### src/hw/rtl/wena_pkg.sv
package wena_pkg;

  localparam int DATA_WIDTH = 32;
  localparam logic [31:0] FIELD_MASK = 32'((64'd1 << DATA_WIDTH) - 64'd1);

  localparam int QDEPTH = 2;
  localparam int QPTR_W = 1;

  localparam int ROOT_W = 34;
  localparam int RAD_W  = 2 * ROOT_W;

  localparam logic REG_VALUE_ON = 1'b0;
  localparam logic REG_GRAD_ON  = 1'b1;

  typedef struct packed {
    logic [31:0] val_err;
    logic [31:0] dx;
    logic [31:0] dy;
    logic [31:0] dz;
    logic [31:0] weight;
    logic        last;
    logic        value_on;
    logic        grad_on;
  } item_t;

  typedef struct packed {
    logic [63:0] value_l1;
    logic [31:0] value_l2;
    logic [31:0] value_peak;
    logic [63:0] grad_l1;
    logic [31:0] grad_l2;
    logic [31:0] grad_peak;
    logic        saturated;
  } result_t;

  typedef struct packed {
    logic              done;
    logic [ROOT_W-1:0] root;
  } sqrt_rsp_t;

  // Sign-extend the low DATA_WIDTH bits to 33 bits.
  function automatic logic signed [32:0] sext33(input logic [31:0] x);
    logic [31:0] m;
    m = x & FIELD_MASK;
    if (x[DATA_WIDTH-1]) m = m | ~FIELD_MASK;
    return {m[31], m};
  endfunction

  function automatic logic [31:0] abs_diff(input logic [31:0] a, input logic [31:0] b);
    logic signed [32:0] d;
    logic [32:0] n;
    d = sext33(a) - sext33(b);
    n = -d;
    return d[32] ? n[31:0] : d[31:0];
  endfunction

endpackage

### src/hw/rtl/wena_front.sv
module wena_front (
  input  logic                clk,
  input  logic                rst_n,
  input  logic                push,
  output logic                full,
  input  logic [31:0]         value_exact,
  input  logic [31:0]         value_approx,
  input  logic [31:0]         grad_exact_x,
  input  logic [31:0]         grad_exact_y,
  input  logic [31:0]         grad_exact_z,
  input  logic [31:0]         grad_approx_x,
  input  logic [31:0]         grad_approx_y,
  input  logic [31:0]         grad_approx_z,
  input  logic [31:0]         weight,
  input  logic                last_of_set,
  input  logic                value_on,
  input  logic                grad_on,
  output logic                q_valid,
  output wena_pkg::item_t     q_item,
  input  logic                q_pop
);

  wena_pkg::item_t               mem [wena_pkg::QDEPTH];
  wena_pkg::item_t               item_nxt;
  logic [wena_pkg::QPTR_W-1:0]   wr_ptr_r;
  logic [wena_pkg::QPTR_W-1:0]   rd_ptr_r;
  logic [wena_pkg::QPTR_W:0]     count_r;
  logic                          wr_en;

  // Classify: reduce each pair to its error magnitude, latch the enables.
  always_comb begin
    item_nxt.val_err  = wena_pkg::abs_diff(value_exact, value_approx);
    item_nxt.dx       = wena_pkg::abs_diff(grad_exact_x, grad_approx_x);
    item_nxt.dy       = wena_pkg::abs_diff(grad_exact_y, grad_approx_y);
    item_nxt.dz       = wena_pkg::abs_diff(grad_exact_z, grad_approx_z);
    item_nxt.weight   = weight & wena_pkg::FIELD_MASK;
    item_nxt.last     = last_of_set;
    item_nxt.value_on = value_on;
    item_nxt.grad_on  = grad_on;
  end

  assign full    = (count_r == (wena_pkg::QPTR_W + 1)'(wena_pkg::QDEPTH));
  assign wr_en   = push && !full;
  assign q_valid = (count_r != '0);
  assign q_item  = mem[rd_ptr_r];

  always_ff @(posedge clk) begin
    if (wr_en) mem[wr_ptr_r] <= item_nxt;
  end

  always_ff @(posedge clk) begin
    if (!rst_n) begin
      wr_ptr_r <= '0;
      rd_ptr_r <= '0;
      count_r  <= '0;
    end else begin
      if (wr_en) wr_ptr_r <= wr_ptr_r + 1'b1;
      if (q_pop) rd_ptr_r <= rd_ptr_r + 1'b1;
      count_r <= count_r + (wena_pkg::QPTR_W + 1)'(wr_en)
                         - (wena_pkg::QPTR_W + 1)'(q_pop);
    end
  end

endmodule

### config.mk
export PLATFORM = sky130hd
export DESIGN_NAME = wena_front
export DESIGN_NICKNAME = d
export VERILOG_FILES = /design/src/hw/rtl/wena_pkg.sv /design/src/hw/rtl/wena_front.sv
export SDC_FILE = /design/constraint.sdc
export NUM_CORES = 1
export LEC_CHECK = 0
export ABC_AREA = 1
export BUFFER_PORTS_ARGS = -buffer_cell sky130_fd_sc_hd__buf_4
export CELL_PAD_IN_SITES_DETAIL_PLACEMENT = 1
export CELL_PAD_IN_SITES_GLOBAL_PLACEMENT = 2
export CORE_UTILIZATION = 29
export CTS_CLUSTER_SIZE = 24
export DETAILED_ROUTE_END_ITERATION = 8
export GPL_ROUTABILITY_DRIVEN = 1
export PLACE_DENSITY = 0.88
export SYNTH_ARGS = -nofsm -noshare
export SYNTH_HDL_FRONTEND = slang
export SYNTH_SLANG_ARGS = --single-unit
### constraint.sdc
create_clock -name clk -period 9.8 [get_ports clk]
set_clock_uncertainty 0.1 [all_clocks]
set_input_delay 1.96 -clock clk [delete_from_list [all_inputs] [get_ports clk]]
set_output_delay 1.96 -clock clk [all_outputs]
set_load 0.02 [all_outputs]
* Yosys cells after proc, flatten, opt, wreduce, memory -nomap -nowiden *
Memory sizes are Yosys's and may differ from the RTL's. A register that Yosys moved wholly into a read port is not among the register bits.
Index checks and enable logic that the tools add are counted.

cells by class
  add/subtract/negate cells = 12
  $mul = 0
  div/mod/pow operators = 0
  $lt $le $gt $ge = 0
  equal/unequal tests = 1
  shift-type cells = 0
  muxes and demuxes = 8
  bitwise operators = 0
  reduce and logical (&&, ||, !) cells = 3

operator list
  cell                                            number
  32-bit by 32-bit subtractor with 33-bit output  4
  32-bit 2-to-1 mux                               4
  32-bit negation                                 4
  1-bit 2-to-1 mux                                4
  1-bit adder, second input constant              2
  2-bit by 1-bit adder with 2-bit output          1
  2-bit equality test, second input constant      1
  2-bit nonzero test                              1
  2-bit by 1-bit subtractor with 2-bit output     1
  1-bit logical AND                               1
  1-bit logical NOT                               1

word-level totals
  bits in registers = 4
  latch bits = 0
  RAM bits = 326
  memory bits (read-only) = 0
  output and inout bits = 165
  memories kept = 1

memories
  memory  depth  width  read ports  clocked after Yosys merged registers in  wr ports  line              RTL
  mem     2      163    1           1                                        1         wena_front.sv:23  wena_pkg::item_t mem [wena_pkg::QDEPTH];

* Longest topological paths before layout *
Gate-level depths: netlist of the first run.

  word-level depth = 5
  depth in mapped cells = 22

* Worst setup path before layout of the first run *
Ideal clock, no wire load.

  path kind = in2reg
  start = input push
  end = memory mem[0][0] (netlist name), enable pin
  arrival = 8.925 ns
  path slack = 0.086 ns
  stages = 2
  path buffers = 0
  cell sequence = o21ai_0 > nor2_1

between the ends
  cells in the longest elaborated chain, start to end = 3

ends and longest elaborated chain
  item                                    line              RTL
  start: declaration                      wena_front.sv:4   input logic push,
  1-bit logical AND                       wena_front.sv:43  assign wr_en = push && !full;
  1-bit 2-to-1 mux                        wena_front.sv:48  if (wr_en) mem[wr_ptr_r] <= item_nxt;
  1-bit 2-to-1 mux (not written as such)  wena_front.sv:48
  end: declaration                        wena_front.sv:23

Every way passes these cells.

==> results.py, run 1 <==
metrics = {
    "global_routing": {
        "global_route.usage.total_pct": 18.9,
        "grt_pass1_vias": 25236,
        "grt_pass1_wl_mm": 135,
        "antenna_found_initial": 0,
        "grt_max_degree": 136,
        "globalRouteOverflowTotal": 0,
    },
    "finish": {
        "finish.utilization_pct": 36.3,
        "final.fill_count": 11268,
        "final_common_cell": "sky130_fd_sc_hd__nand2_1",
        "area_delta_synth_final_pct": 24.1,
        "count_of_antenna_diodes_in_the_layout": 0,
        "finish.net_count": 4576,
        "layout-drive-gt1-share_pct": 17.8,
        "layout.cells.most_common_list": "1,319 x sky130_fd_sc_hd__nand2_1, 805 x sky130_fd_sc_hd__inv_1, 464 x sky130_fd_sc_hd__buf_4",
    },
    "critical_path": {
        "timing.setup.critical_path_class": "reg2out",
        "slowest_stage": "sky130_fd_sc_hd__buf_4",
        "timing.critical_path.cells": "buf_4, mux2_2, buf_4",
        "worst_r2r_startpoint": "count_r[0]",
        "timing.critical_path.fanout_max": 65,
        "crit_path_frequent_cell": "sky130_fd_sc_hd__buf_4",
        "worstSetupPathDepth": 3,
        "cp.arrival_ns": 2.96,
        "critPathLaunchType": "flop",
        "crit_buf_inv": 2,
        "path_delay_family": "buffers and inverters",
        "cp_slowest_stage_delay_ns": 0.84,
        "worst-r2r-cell-count": 3,
        "critPathRequiredTime_ns": 7.74,
        "crit_path_end_kind": "output port",
        "regToRegSetupSlack_ns": 6.80,
    },
    "timing": {
        "setup_slack_ns": 4.78,
        "post-route-min-period_ns": 5.02,
        "fin_tns_setup_ns": 0,
        "final.period_utilization_pct": 51.2,
        "final_max_slew_viol_count": 0,
        "rsz0062_at_grt": "no",
        "final-setup-viol-count": 0,
        "timing.final.hold_violations": 0,
        "max-slew-margin-rel_pct": 26.7,
        "tightest_slew_ns": 1.10,
        "fmaxAchievable_ghz": 0.199,
    },
    "yosys": {
        "syn-mean-instance-area_um2": 7.20,
        "asyncSetResetFlopFracSynth_pct": 0,
        "synthCells": 3661,
        "synth_seq_cells": 331,
        "synth_edf_count": 326,
        "post-synth-top-area-fraction_pct": 37.2,
        "syn-cell-area_um2": 26300,
        "ys_top_cells_by_area": "sky130_fd_sc_hd__edfxtp_1 37%, sky130_fd_sc_hd__nand2_1 19%, sky130_fd_sc_hd__inv_1 11%",
        "synth.net_count": 4094,
        "ys_dominant_reg_cell": "sky130_fd_sc_hd__edfxtp_1",
        "synth-seq-area-share_pct": 37.5,
        "synth.lib_cells_used.distinct": 35,
        "synth_top_cell_by_area": "sky130_fd_sc_hd__edfxtp_1",
        "ys_warn_count": 0,
    },
    "routing": {
        "drt.antenna.violating_nets": 0,
        "route.detailed.drc": 0,
        "firstDrtPassIters": 5,
        "initial_drc_count": 803,
        "post_drt_via_cell_ratio": 4.50,
        "avgRoutedWirePerCell_um": 16.5,
        "drt-total-wl_mm": 88.5,
        "vias": 24092,
    },
    "die": {
        "floorplan.die.width_um": 303,
        "dieArea_um2": 92000,
        "die-height_um": 303,
        "std_cell_rows": 110,
        "core_area_um2": 90000,
        "i_o_pins": 460,
        "initial_core_util_pct": 29.3,
    },
    "pwr": {
        "power_density_nw_per_um2": 173,
        "standby_leakage_power_nw": 17.0,
        "irDropWorstVdd_mv": 0.150,
        "p_total_mw": 5.67,
    },
    "clock_tree": {
        "clock_tree_from_tritoncts": "built",
        "clk_latency_ns": 0.60,
        "clockRootBuffer": "sky130_fd_sc_hd__clkbuf_16",
        "max-clock-path-buffers": 3,
        "post-cts-setup-buffer-count": 0,
        "clock_sinks": 331,
        "clk_pin_slew_ns": 0.05,
        "post_cts.resized_instances": 0,
        "cts_htree_levels": 2,
        "cts-buffers-inserted": 44,
        "cts_hold_buffers": 0,
    },
    "placement": {
        "post-dp-hpwl_mm": 72.8,
        "io_buffers": 459,
        "gpl.final_weighted_congestion": 0.885,
        "placement.setup.worst_slack_ns": 4.40,
    },
    "worst_hold_path": {
        "holdPathStages": 2,
        "worst_min_delay_path_startpoint": "rd_ptr_r",
        "hp-class": "reg2reg",
    },
    "job": {
        "max_cap_violations": 0,
    },
    "run_status": {
        "run_status": "completed",
    },
}
[sequential cells by signal, indices dropped and copies added, names as in the netlist, named ones only]
register  cells
mem         326
wr_ptr_r      1
count_r       2
rd_ptr_r      1
[per-layer routing]
layer  GRT usage, %  part of all wire [%]  up-vias
met3           3.64                   5.0      109
li1               -                     -    12267
met2           34.9                    50      419
met1           21.9                    42    11297
met5              0                     0        -
met4           5.24                   2.5        0
[cells in the mapped netlist (16+ instances only)]
cell type / number
sky130_fd_sc_hd__inv_1: 805
sky130_fd_sc_hd__nand2_1: 1319
sky130_fd_sc_hd__a21oi_1: 75
sky130_fd_sc_hd__nand3b_1: 27
sky130_fd_sc_hd__nor2_1: 288
sky130_fd_sc_hd__o21ai_0: 16
sky130_fd_sc_hd__xor2_1: 83
sky130_fd_sc_hd__mux2_2: 163
sky130_fd_sc_hd__nand3_1: 212
sky130_fd_sc_hd__clkbuf_1: 19
sky130_fd_sc_hd__nor3_1: 24
sky130_fd_sc_hd__edfxtp_1: 326
sky130_fd_sc_hd__xnor2_1: 39
sky130_fd_sc_hd__ha_1: 134
sky130_fd_sc_hd__nand4_1: 36
sky130_fd_sc_hd__nor2_2: 19
[layout make-up]
type | count | area, µm² | area share (%)
multi-input cells | 2488 | 13300 | 40.6
clock buffers | 46 | 1110 | 3.39
clock inverters | 32 | 355 | 1.09
well taps | 1176 | 1470 | 4.50
inverters | 812 | 3050 | 9.32
repair buffers | 466 | 3520 | 10.8
flip-flops and latches | 331 | 9890 | 30.3
[worst reg2reg max path: stages (launching register included)]
cell and delay (ns):
sky130_fd_sc_hd__dfxtp_1 0.37, sky130_fd_sc_hd__o21ai_0 0.33, sky130_fd_sc_hd__nor2_4 0.88, sky130_fd_sc_hd__buf_12 0.54
[final timing paths]
path | endpoint
worst max-delay path | q_item[98]
worst min-delay path | flop
worst max register to register | mem[1][152]
worst min register to register | flop
[cells by family after synthesis]
family / count (synthesis) / synth area share [%]
simple gates: 1958 / 30.3
mux: 163 / 6.97
xor+xnor: 128 / 4.47
buf+inv: 842 / 12.1
flops: 331 / 37.5
fa+ha+maj: 138 / 6.67
compound gates: 101 / 1.97
[through the flow]
step,std cells,area (µm²),hold slack (ns)
after floorplan,3661,26300,0.359
after global placement,5273,31200,0.376
after detailed placement,5273,31200,0.407
after CTS,5351,32700,0.415
after global routing,5351,32700,0.433
final,5351,32700,0.406
[where the power goes]
| group | switching (mW) | total (mW) | internal [mW] | leakage (nW) |
|---|---|---|---|---|
| logic | 1.34 | 2.07 | 0.734 | 13.2 |
| registers | 0.0507 | 1.95 | 1.90 | 3.08 |
| clock network | 0.662 | 1.65 | 0.985 | 0.700 |
No activity file was read; power rests on OpenSTA's default activity.
==> inputs of run 2 (changes only) <==
--- a/config.mk
+++ b/config.mk
@@ -9,11 +9,11 @@
 export BUFFER_PORTS_ARGS = -buffer_cell sky130_fd_sc_hd__buf_4
 export CELL_PAD_IN_SITES_DETAIL_PLACEMENT = 1
 export CELL_PAD_IN_SITES_GLOBAL_PLACEMENT = 2
-export CORE_UTILIZATION = 29
+export CORE_UTILIZATION = 32
 export CTS_CLUSTER_SIZE = 24
 export DETAILED_ROUTE_END_ITERATION = 8
 export GPL_ROUTABILITY_DRIVEN = 1
-export PLACE_DENSITY = 0.88
+export PLACE_DENSITY = 0.92
 export SYNTH_ARGS = -nofsm -noshare
 export SYNTH_HDL_FRONTEND = slang
 export SYNTH_SLANG_ARGS = --single-unit
==> constraint.sdc (replaced) <==
create_clock -name clk -period 5.1 [get_ports clk]
set_clock_uncertainty 0.1 [all_clocks]
set_input_delay 1.02 -clock clk [delete_from_list [all_inputs] [get_ports clk]]
set_output_delay 1.02 -clock clk [all_outputs]
set_load 0.02 [all_outputs]
==> results.py, run 2 (same netlist as run 1, synthesis figures left out) <==
metrics = {
    "timing": {
        "max-slew-margin-rel_pct": 39.1,
        "setup_slack_ns": 1.29,
        "final.period_utilization_pct": 74.8,
        "timing.final.hold_violations": 0,
        "fmaxAchievable_ghz": 0.262,
        "final-setup-viol-count": 0,
        "tightest_slew_ns": 0.904,
        "rsz0062_at_grt": "no",
        "final_max_slew_viol_count": 0,
        "post-route-min-period_ns": 3.81,
        "worst_hold_slack_ns": 0.409,
    },
    "global_routing": {
        "global_route.usage.total_pct": 20.8,
        "grt_max_degree": 80,
        "grt_pass1_vias": 25177,
        "grt_pass1_wl_mm": 135,
        "globalRouteOverflowTotal": 0,
        "antenna_found_initial": 3,
    },
    "finish": {
        "post_layout_nonfiller_instances": 5237,
        "layout-drive-gt1-share_pct": 17.8,
        "count_of_antenna_diodes_in_the_layout": 0,
        "area_delta_synth_final_pct": 23.4,
        "final.fill_count": 10229,
        "largestRegisters": "mem: 326 flops, count_r: 2 flops",
        "max_flop_register": "mem",
        "finish.net_count": 4579,
        "largest_register_ffs": 326,
        "finish.utilization_pct": 40.2,
        "final_design_area_no_fill_um2": 32500,
        "final_common_cell": "sky130_fd_sc_hd__nand2_1",
        "layout.cells.most_common_list": "1,319 x sky130_fd_sc_hd__nand2_1, 805 x sky130_fd_sc_hd__inv_1, 465 x sky130_fd_sc_hd__buf_4",
    },
    "clock_tree": {
        "clockRootBuffer": "sky130_fd_sc_hd__clkbuf_16",
        "post-cts-setup-buffer-count": 0,
        "cts-buffers-inserted": 41,
        "max-clock-path-buffers": 3,
        "cts_htree_levels": 2,
        "clock_sinks": 331,
        "clk_latency_ns": 0.58,
        "post_cts.resized_instances": 0,
        "clock_tree_from_tritoncts": "built",
        "cts_hold_buffers": 0,
        "clk_pin_slew_ns": 0.06,
    },
    "worst_hold_path": {
        "hp-class": "reg2reg",
    },
    "pwr": {
        "power_density_nw_per_um2": 328,
        "standby_leakage_power_nw": 17.0,
        "irDropWorstVdd_mv": 0.254,
    },
    "routing": {
        "post_drt_via_cell_ratio": 4.61,
        "route.detailed.drc": 0,
        "drt.antenna.violating_nets": 0,
        "vias": 24142,
        "firstDrtPassIters": 5,
        "drt-total-wl_mm": 88.3,
        "avgRoutedWirePerCell_um": 16.9,
        "initial_drc_count": 808,
    },
    "critical_path": {
        "slowest_stage": "sky130_fd_sc_hd__xor2_4",
        "critPathLaunchType": "input port",
        "crit_path_end_kind": "flop",
        "cp_slowest_stage_delay_ns": 0.56,
        "critPathRequiredTime_ns": 5.34,
        "timing.critical_path.cells": "buf_4, inv_1, ha_1, inv_1, fa_1, nand3_1, nand3_1, nand3_1, nand3b_2, nand2_1, nand2_1, nand2_1, nand3_2, xor2_4, inv_2, a21oi_1, xor2_1",
        "timing.critical_path.fanout_max": 22,
        "cp.arrival_ns": 4.06,
        "timing.setup.critical_path_class": "in2reg",
    },
    "die": {
        "floorplan.die.width_um": 289,
        "i_o_pins": 460,
        "std_cell_rows": 104,
        "initial_core_util_pct": 32.5,
        "dieArea_um2": 83500,
        "core_area_um2": 80900,
        "die-height_um": 289,
    },
    "job": {
        "max_cap_violations": 0,
    },
    "placement": {
        "placed_cells_incl_taps": 5163,
        "placement.setup.worst_slack_ns": 0.714,
        "io_buffers": 459,
        "placement.cell_area_um2": 31200,
        "gpl.final_weighted_congestion": 0.884,
        "post-dp-hpwl_mm": 74.5,
    },
    "run_status": {
        "run_status": "completed",
    },
}
## run 2: cell types whose count changed in the layout (fill, tap and decap cells not counted), sizes merged
cell / change
inv: -2
clkbuf: +2
bufinv: -3
clkinv: -1
buf: +6
## run 2: path summary, 6_finish.rpt
check / start / endpoint / slack (ns) / cells past startpoint
setup / recovery: grad_exact_x[0] / mem[0][109] / 1.29 / 17
setup reg to reg: count_r[0] / mem[0][108] / 2.57 / 3
hold reg to reg: rd_ptr_r / flop / 0.41 / 2
hold / removal: rd_ptr_r / flop / 0.41 / 2
## run 2: final cells by class
class	instances	area (µm²)	share of cell area (%)
Clock buffer	48	1050	3.24
Clock inverter	26	277	0.850
Inverter	812	3050	9.37
Multi-Input combinational cell	2488	13300	40.9
Sequential cell	331	9890	30.4
Tap cell	1060	1330	4.08
Timing Repair Buffer	472	3630	11.2
## run 2: power by group
part | switching [mW] | internal [mW] | leakage (nW)
combinational | 2.59 | 1.43 | 13.3
sequential | 0.106 | 3.65 | 3.08
clock | 1.22 | 1.66 | 0.634
total | 3.91 | 6.74 | 17.0
## run 2: worst max-delay path: cells and delay by family
family	cells	cell delay (ns)
simple gates	8	0.88
compound gates	1	0.21
buf+inv	4	0.46
fa+ha+maj	2	0.62
xor+xnor	2	0.86
## run 2: per-layer routing
metal  vias up  wire, µm  GRT usage [%]
met5         -        39              0
met2       425     44200           38.1
li1      12288         -              -
met3        91      4270           3.77
met1     11332     37900           24.9
met4         6      1900           5.08
## run 2: stage by stage
| stage | setup TNS, ns | total power [mW] |
|---|---|---|
| 6_report | 0 | 10.7 |
| 5_1_grt | 0 | 11.3 |
| 4_1_cts | 0 | 10.8 |
| 3_5_place_dp | 0 | 7.87 |
| 3_3_place_gp | 0 | 7.74 |
| 2_1_floorplan | -309.44 | 6.32 |
==> inputs of run 3 (changes only) <==
--- a/config.mk
+++ b/config.mk
@@ -9,11 +9,11 @@
 export BUFFER_PORTS_ARGS = -buffer_cell sky130_fd_sc_hd__buf_4
 export CELL_PAD_IN_SITES_DETAIL_PLACEMENT = 1
 export CELL_PAD_IN_SITES_GLOBAL_PLACEMENT = 2
-export CORE_UTILIZATION = 32
+export CORE_UTILIZATION = 29
 export CTS_CLUSTER_SIZE = 24
 export DETAILED_ROUTE_END_ITERATION = 8
 export GPL_ROUTABILITY_DRIVEN = 1
-export PLACE_DENSITY = 0.92
+export PLACE_DENSITY = 0.88
 export SYNTH_ARGS = -nofsm -noshare
 export SYNTH_HDL_FRONTEND = slang
 export SYNTH_SLANG_ARGS = --single-unit
==> constraint.sdc (replaced) <==
create_clock -name clk -period 3.2 [get_ports clk]
set_clock_uncertainty 0.1 [all_clocks]
set_input_delay 0.64 -clock clk [delete_from_list [all_inputs] [get_ports clk]]
set_output_delay 0.64 -clock clk [all_outputs]
set_load 0.02 [all_outputs]
==> results.py, run 3 (same netlist as run 1, synthesis figures left out) <==
metrics = {
    "die": {
        "core_area_um2": 90000,
        "die-height_um": 303,
        "i_o_pins": 460,
        "initial_core_util_pct": 29.3,
        "floorplan.die.width_um": 303,
        "dieArea_um2": 92000,
        "std_cell_rows": 110,
    },
    "global_routing": {
        "grt_pass1_vias": 27820,
        "antenna_found_initial": 4,
        "globalRouteOverflowTotal": 0,
        "grt_max_degree": 72,
        "grt_pass1_wl_mm": 144,
        "global_route.usage.total_pct": 20.0,
    },
    "critical_path": {
        "path_delay_family": "buffers and inverters",
        "crit_path_frequent_cell": "sky130_fd_sc_hd__buf_4",
        "crit_buf_inv": 7,
        "timing.critical_path.cells": "buf_4, inv_1, ha_1, inv_1, fa_1, buf_4, xor2_1, buf_4, nor2_1, nand3_1, nor2_1, nand3_1, nor2_1, nand3_1, buf_4, o21ai_0, xor2_1, inv_1",
        "critPathLaunchType": "input port",
        "cp.arrival_ns": 3.22,
        "critPathRequiredTime_ns": 3.43,
        "cp-startpoint": "grad_exact_z[0]",
        "cp_slowest_stage_delay_ns": 0.38,
        "timing.critical_path.fanout_max": 3,
        "timing.setup.critical_path_class": "in2reg",
        "slowest_stage": "sky130_fd_sc_hd__fa_1",
        "crit_path_end_kind": "flop",
        "worst_r2r_startpoint": "count_r[0]",
    },
    "finish": {
        "finish.net_count": 5125,
        "final.fill_count": 11321,
        "area_delta_synth_final_pct": 41.1,
        "final_common_cell": "sky130_fd_sc_hd__nand2_1",
        "max_flop_register": "mem",
        "post_layout_nonfiller_instances": 5905,
        "largestRegisters": "mem: 326 flops, count_r: 2 flops",
        "largest_register_ffs": 326,
        "layout-drive-gt1-share_pct": 28.6,
        "layout.cells.most_common_list": "1,310 x sky130_fd_sc_hd__nand2_1, 1,006 x sky130_fd_sc_hd__buf_4, 805 x sky130_fd_sc_hd__inv_1",
    },
    "placement": {
        "placement.setup.worst_slack_ns": -0.567,
        "io_buffers": 459,
        "placed_cells_incl_taps": 5817,
        "gpl.final_weighted_congestion": 0.872,
        "post-dp-hpwl_mm": 79.5,
    },
    "job": {
        "max_cap_violations": 0,
    },
    "routing": {
        "firstDrtPassIters": 5,
        "drt.antenna.violating_nets": 0,
        "avgRoutedWirePerCell_um": 15.9,
        "vias": 26369,
        "initial_drc_count": 820,
        "post_drt_via_cell_ratio": 4.47,
        "drt-total-wl_mm": 94.1,
        "route.detailed.drc": 0,
    },
    "clock_tree": {
        "cts_htree_levels": 2,
        "clk_latency_ns": 0.58,
        "clk_pin_slew_ns": 0.06,
        "max-clock-path-buffers": 3,
        "clock_sinks": 331,
        "clockRootBuffer": "sky130_fd_sc_hd__clkbuf_16",
        "clock_tree_from_tritoncts": "built",
        "cts-buffers-inserted": 44,
    },
    "timing": {
        "setup_slack_ns": 0.207,
        "timing.final.hold_violations": 0,
        "final.period_utilization_pct": 93.5,
        "max-slew-margin-rel_pct": 66.1,
        "post-route-min-period_ns": 2.99,
        "final-setup-viol-count": 0,
        "final_max_slew_viol_count": 0,
        "tightest_slew_ns": 0.508,
        "fmaxAchievable_ghz": 0.334,
        "fin_tns_setup_ns": 0,
    },
    "pwr": {
        "standby_leakage_power_nw": 19.8,
        "irDropWorstVdd_mv": 0.423,
        "power_density_nw_per_um2": 502,
    },
    "run_status": {
        "run_status": "completed",
    },
    "worst_hold_path": {
        "hp-class": "in2reg",
        "worst_min_delay_path_startpoint": "weight[19]",
    },
}
==> run 3: changes by cell type in the layout (fill, tap and decap cells not counted), moves of 9 or more <==
cell	delta
sky130_fd_sc_hd__buf_4	+541
sky130_fd_sc_hd__nor2_1	-22
sky130_fd_sc_hd__nor2_2	+13
sky130_fd_sc_hd__nand3_1	-10
sky130_fd_sc_hd__nand3_2	+10
sky130_fd_sc_hd__nand2_1	-9
sky130_fd_sc_hd__nor2_4	+9
==> run 3: routing by layer <==
layer,share of wire [%],global-route usage [%]
met2,49,36.1
met1,43,23.4
met3,4.9,3.85
met4,3.4,7.06
met5,0.015,0
==> run 3: layout make-up <==
cell class                      instances  area [µm²]  share of cell area (%)
Multi-Input combinational cell       2488       13600                    36.5
Timing Repair Buffer                 1015        7730                    20.8
Sequential cell                       331        9890                    26.6
Antenna cell                            1        2.50                 0.00673
Inverter                              812        3050                    8.20
Tap cell                             1176        1470                    3.96
Clock buffer                           53        1140                    3.08
Clock inverter                         29         298                   0.801
==> run 3: worst paths after layout <==
kind,endpoint,slack (ns),cells after the start
min,mem[0][22],0.13,1
max reg2reg,mem[0][16],1.38,4
min reg2reg,rd_ptr_r,0.41,2
max,mem[0][53],0.21,18
==> run 3: repair_timing <==
action	in CTS	in global routing
hold buffers	0	0
setup buffers	0	5
endpoints found under the setup margin	0	128
gates resized for setup	0	68
==> run 3: through the flow <==
| step | utilization [%] | total power [mW] | area, µm² | hold WS, ns |
|---|---|---|---|---|
| after floorplan | - | 10.1 | 26400 | 0.363 |
| after global placement | 39.3 | 13.5 | 35400 | 0.373 |
| after detailed placement | 39.3 | 13.7 | 35400 | 0.403 |
| after CTS | 40.9 | 18.8 | 36800 | 0.0824 |
| after global routing | 41.3 | 19.7 | 37200 | 0.0902 |
| final | 41.3 | 18.6 | 37200 | 0.127 |
==> run 3: where the power goes <==
group	switching, mW	total, mW	internal (mW)
sequential	0.149	5.96	5.82
clock	2.05	4.96	2.91
combinational	4.43	7.72	3.29
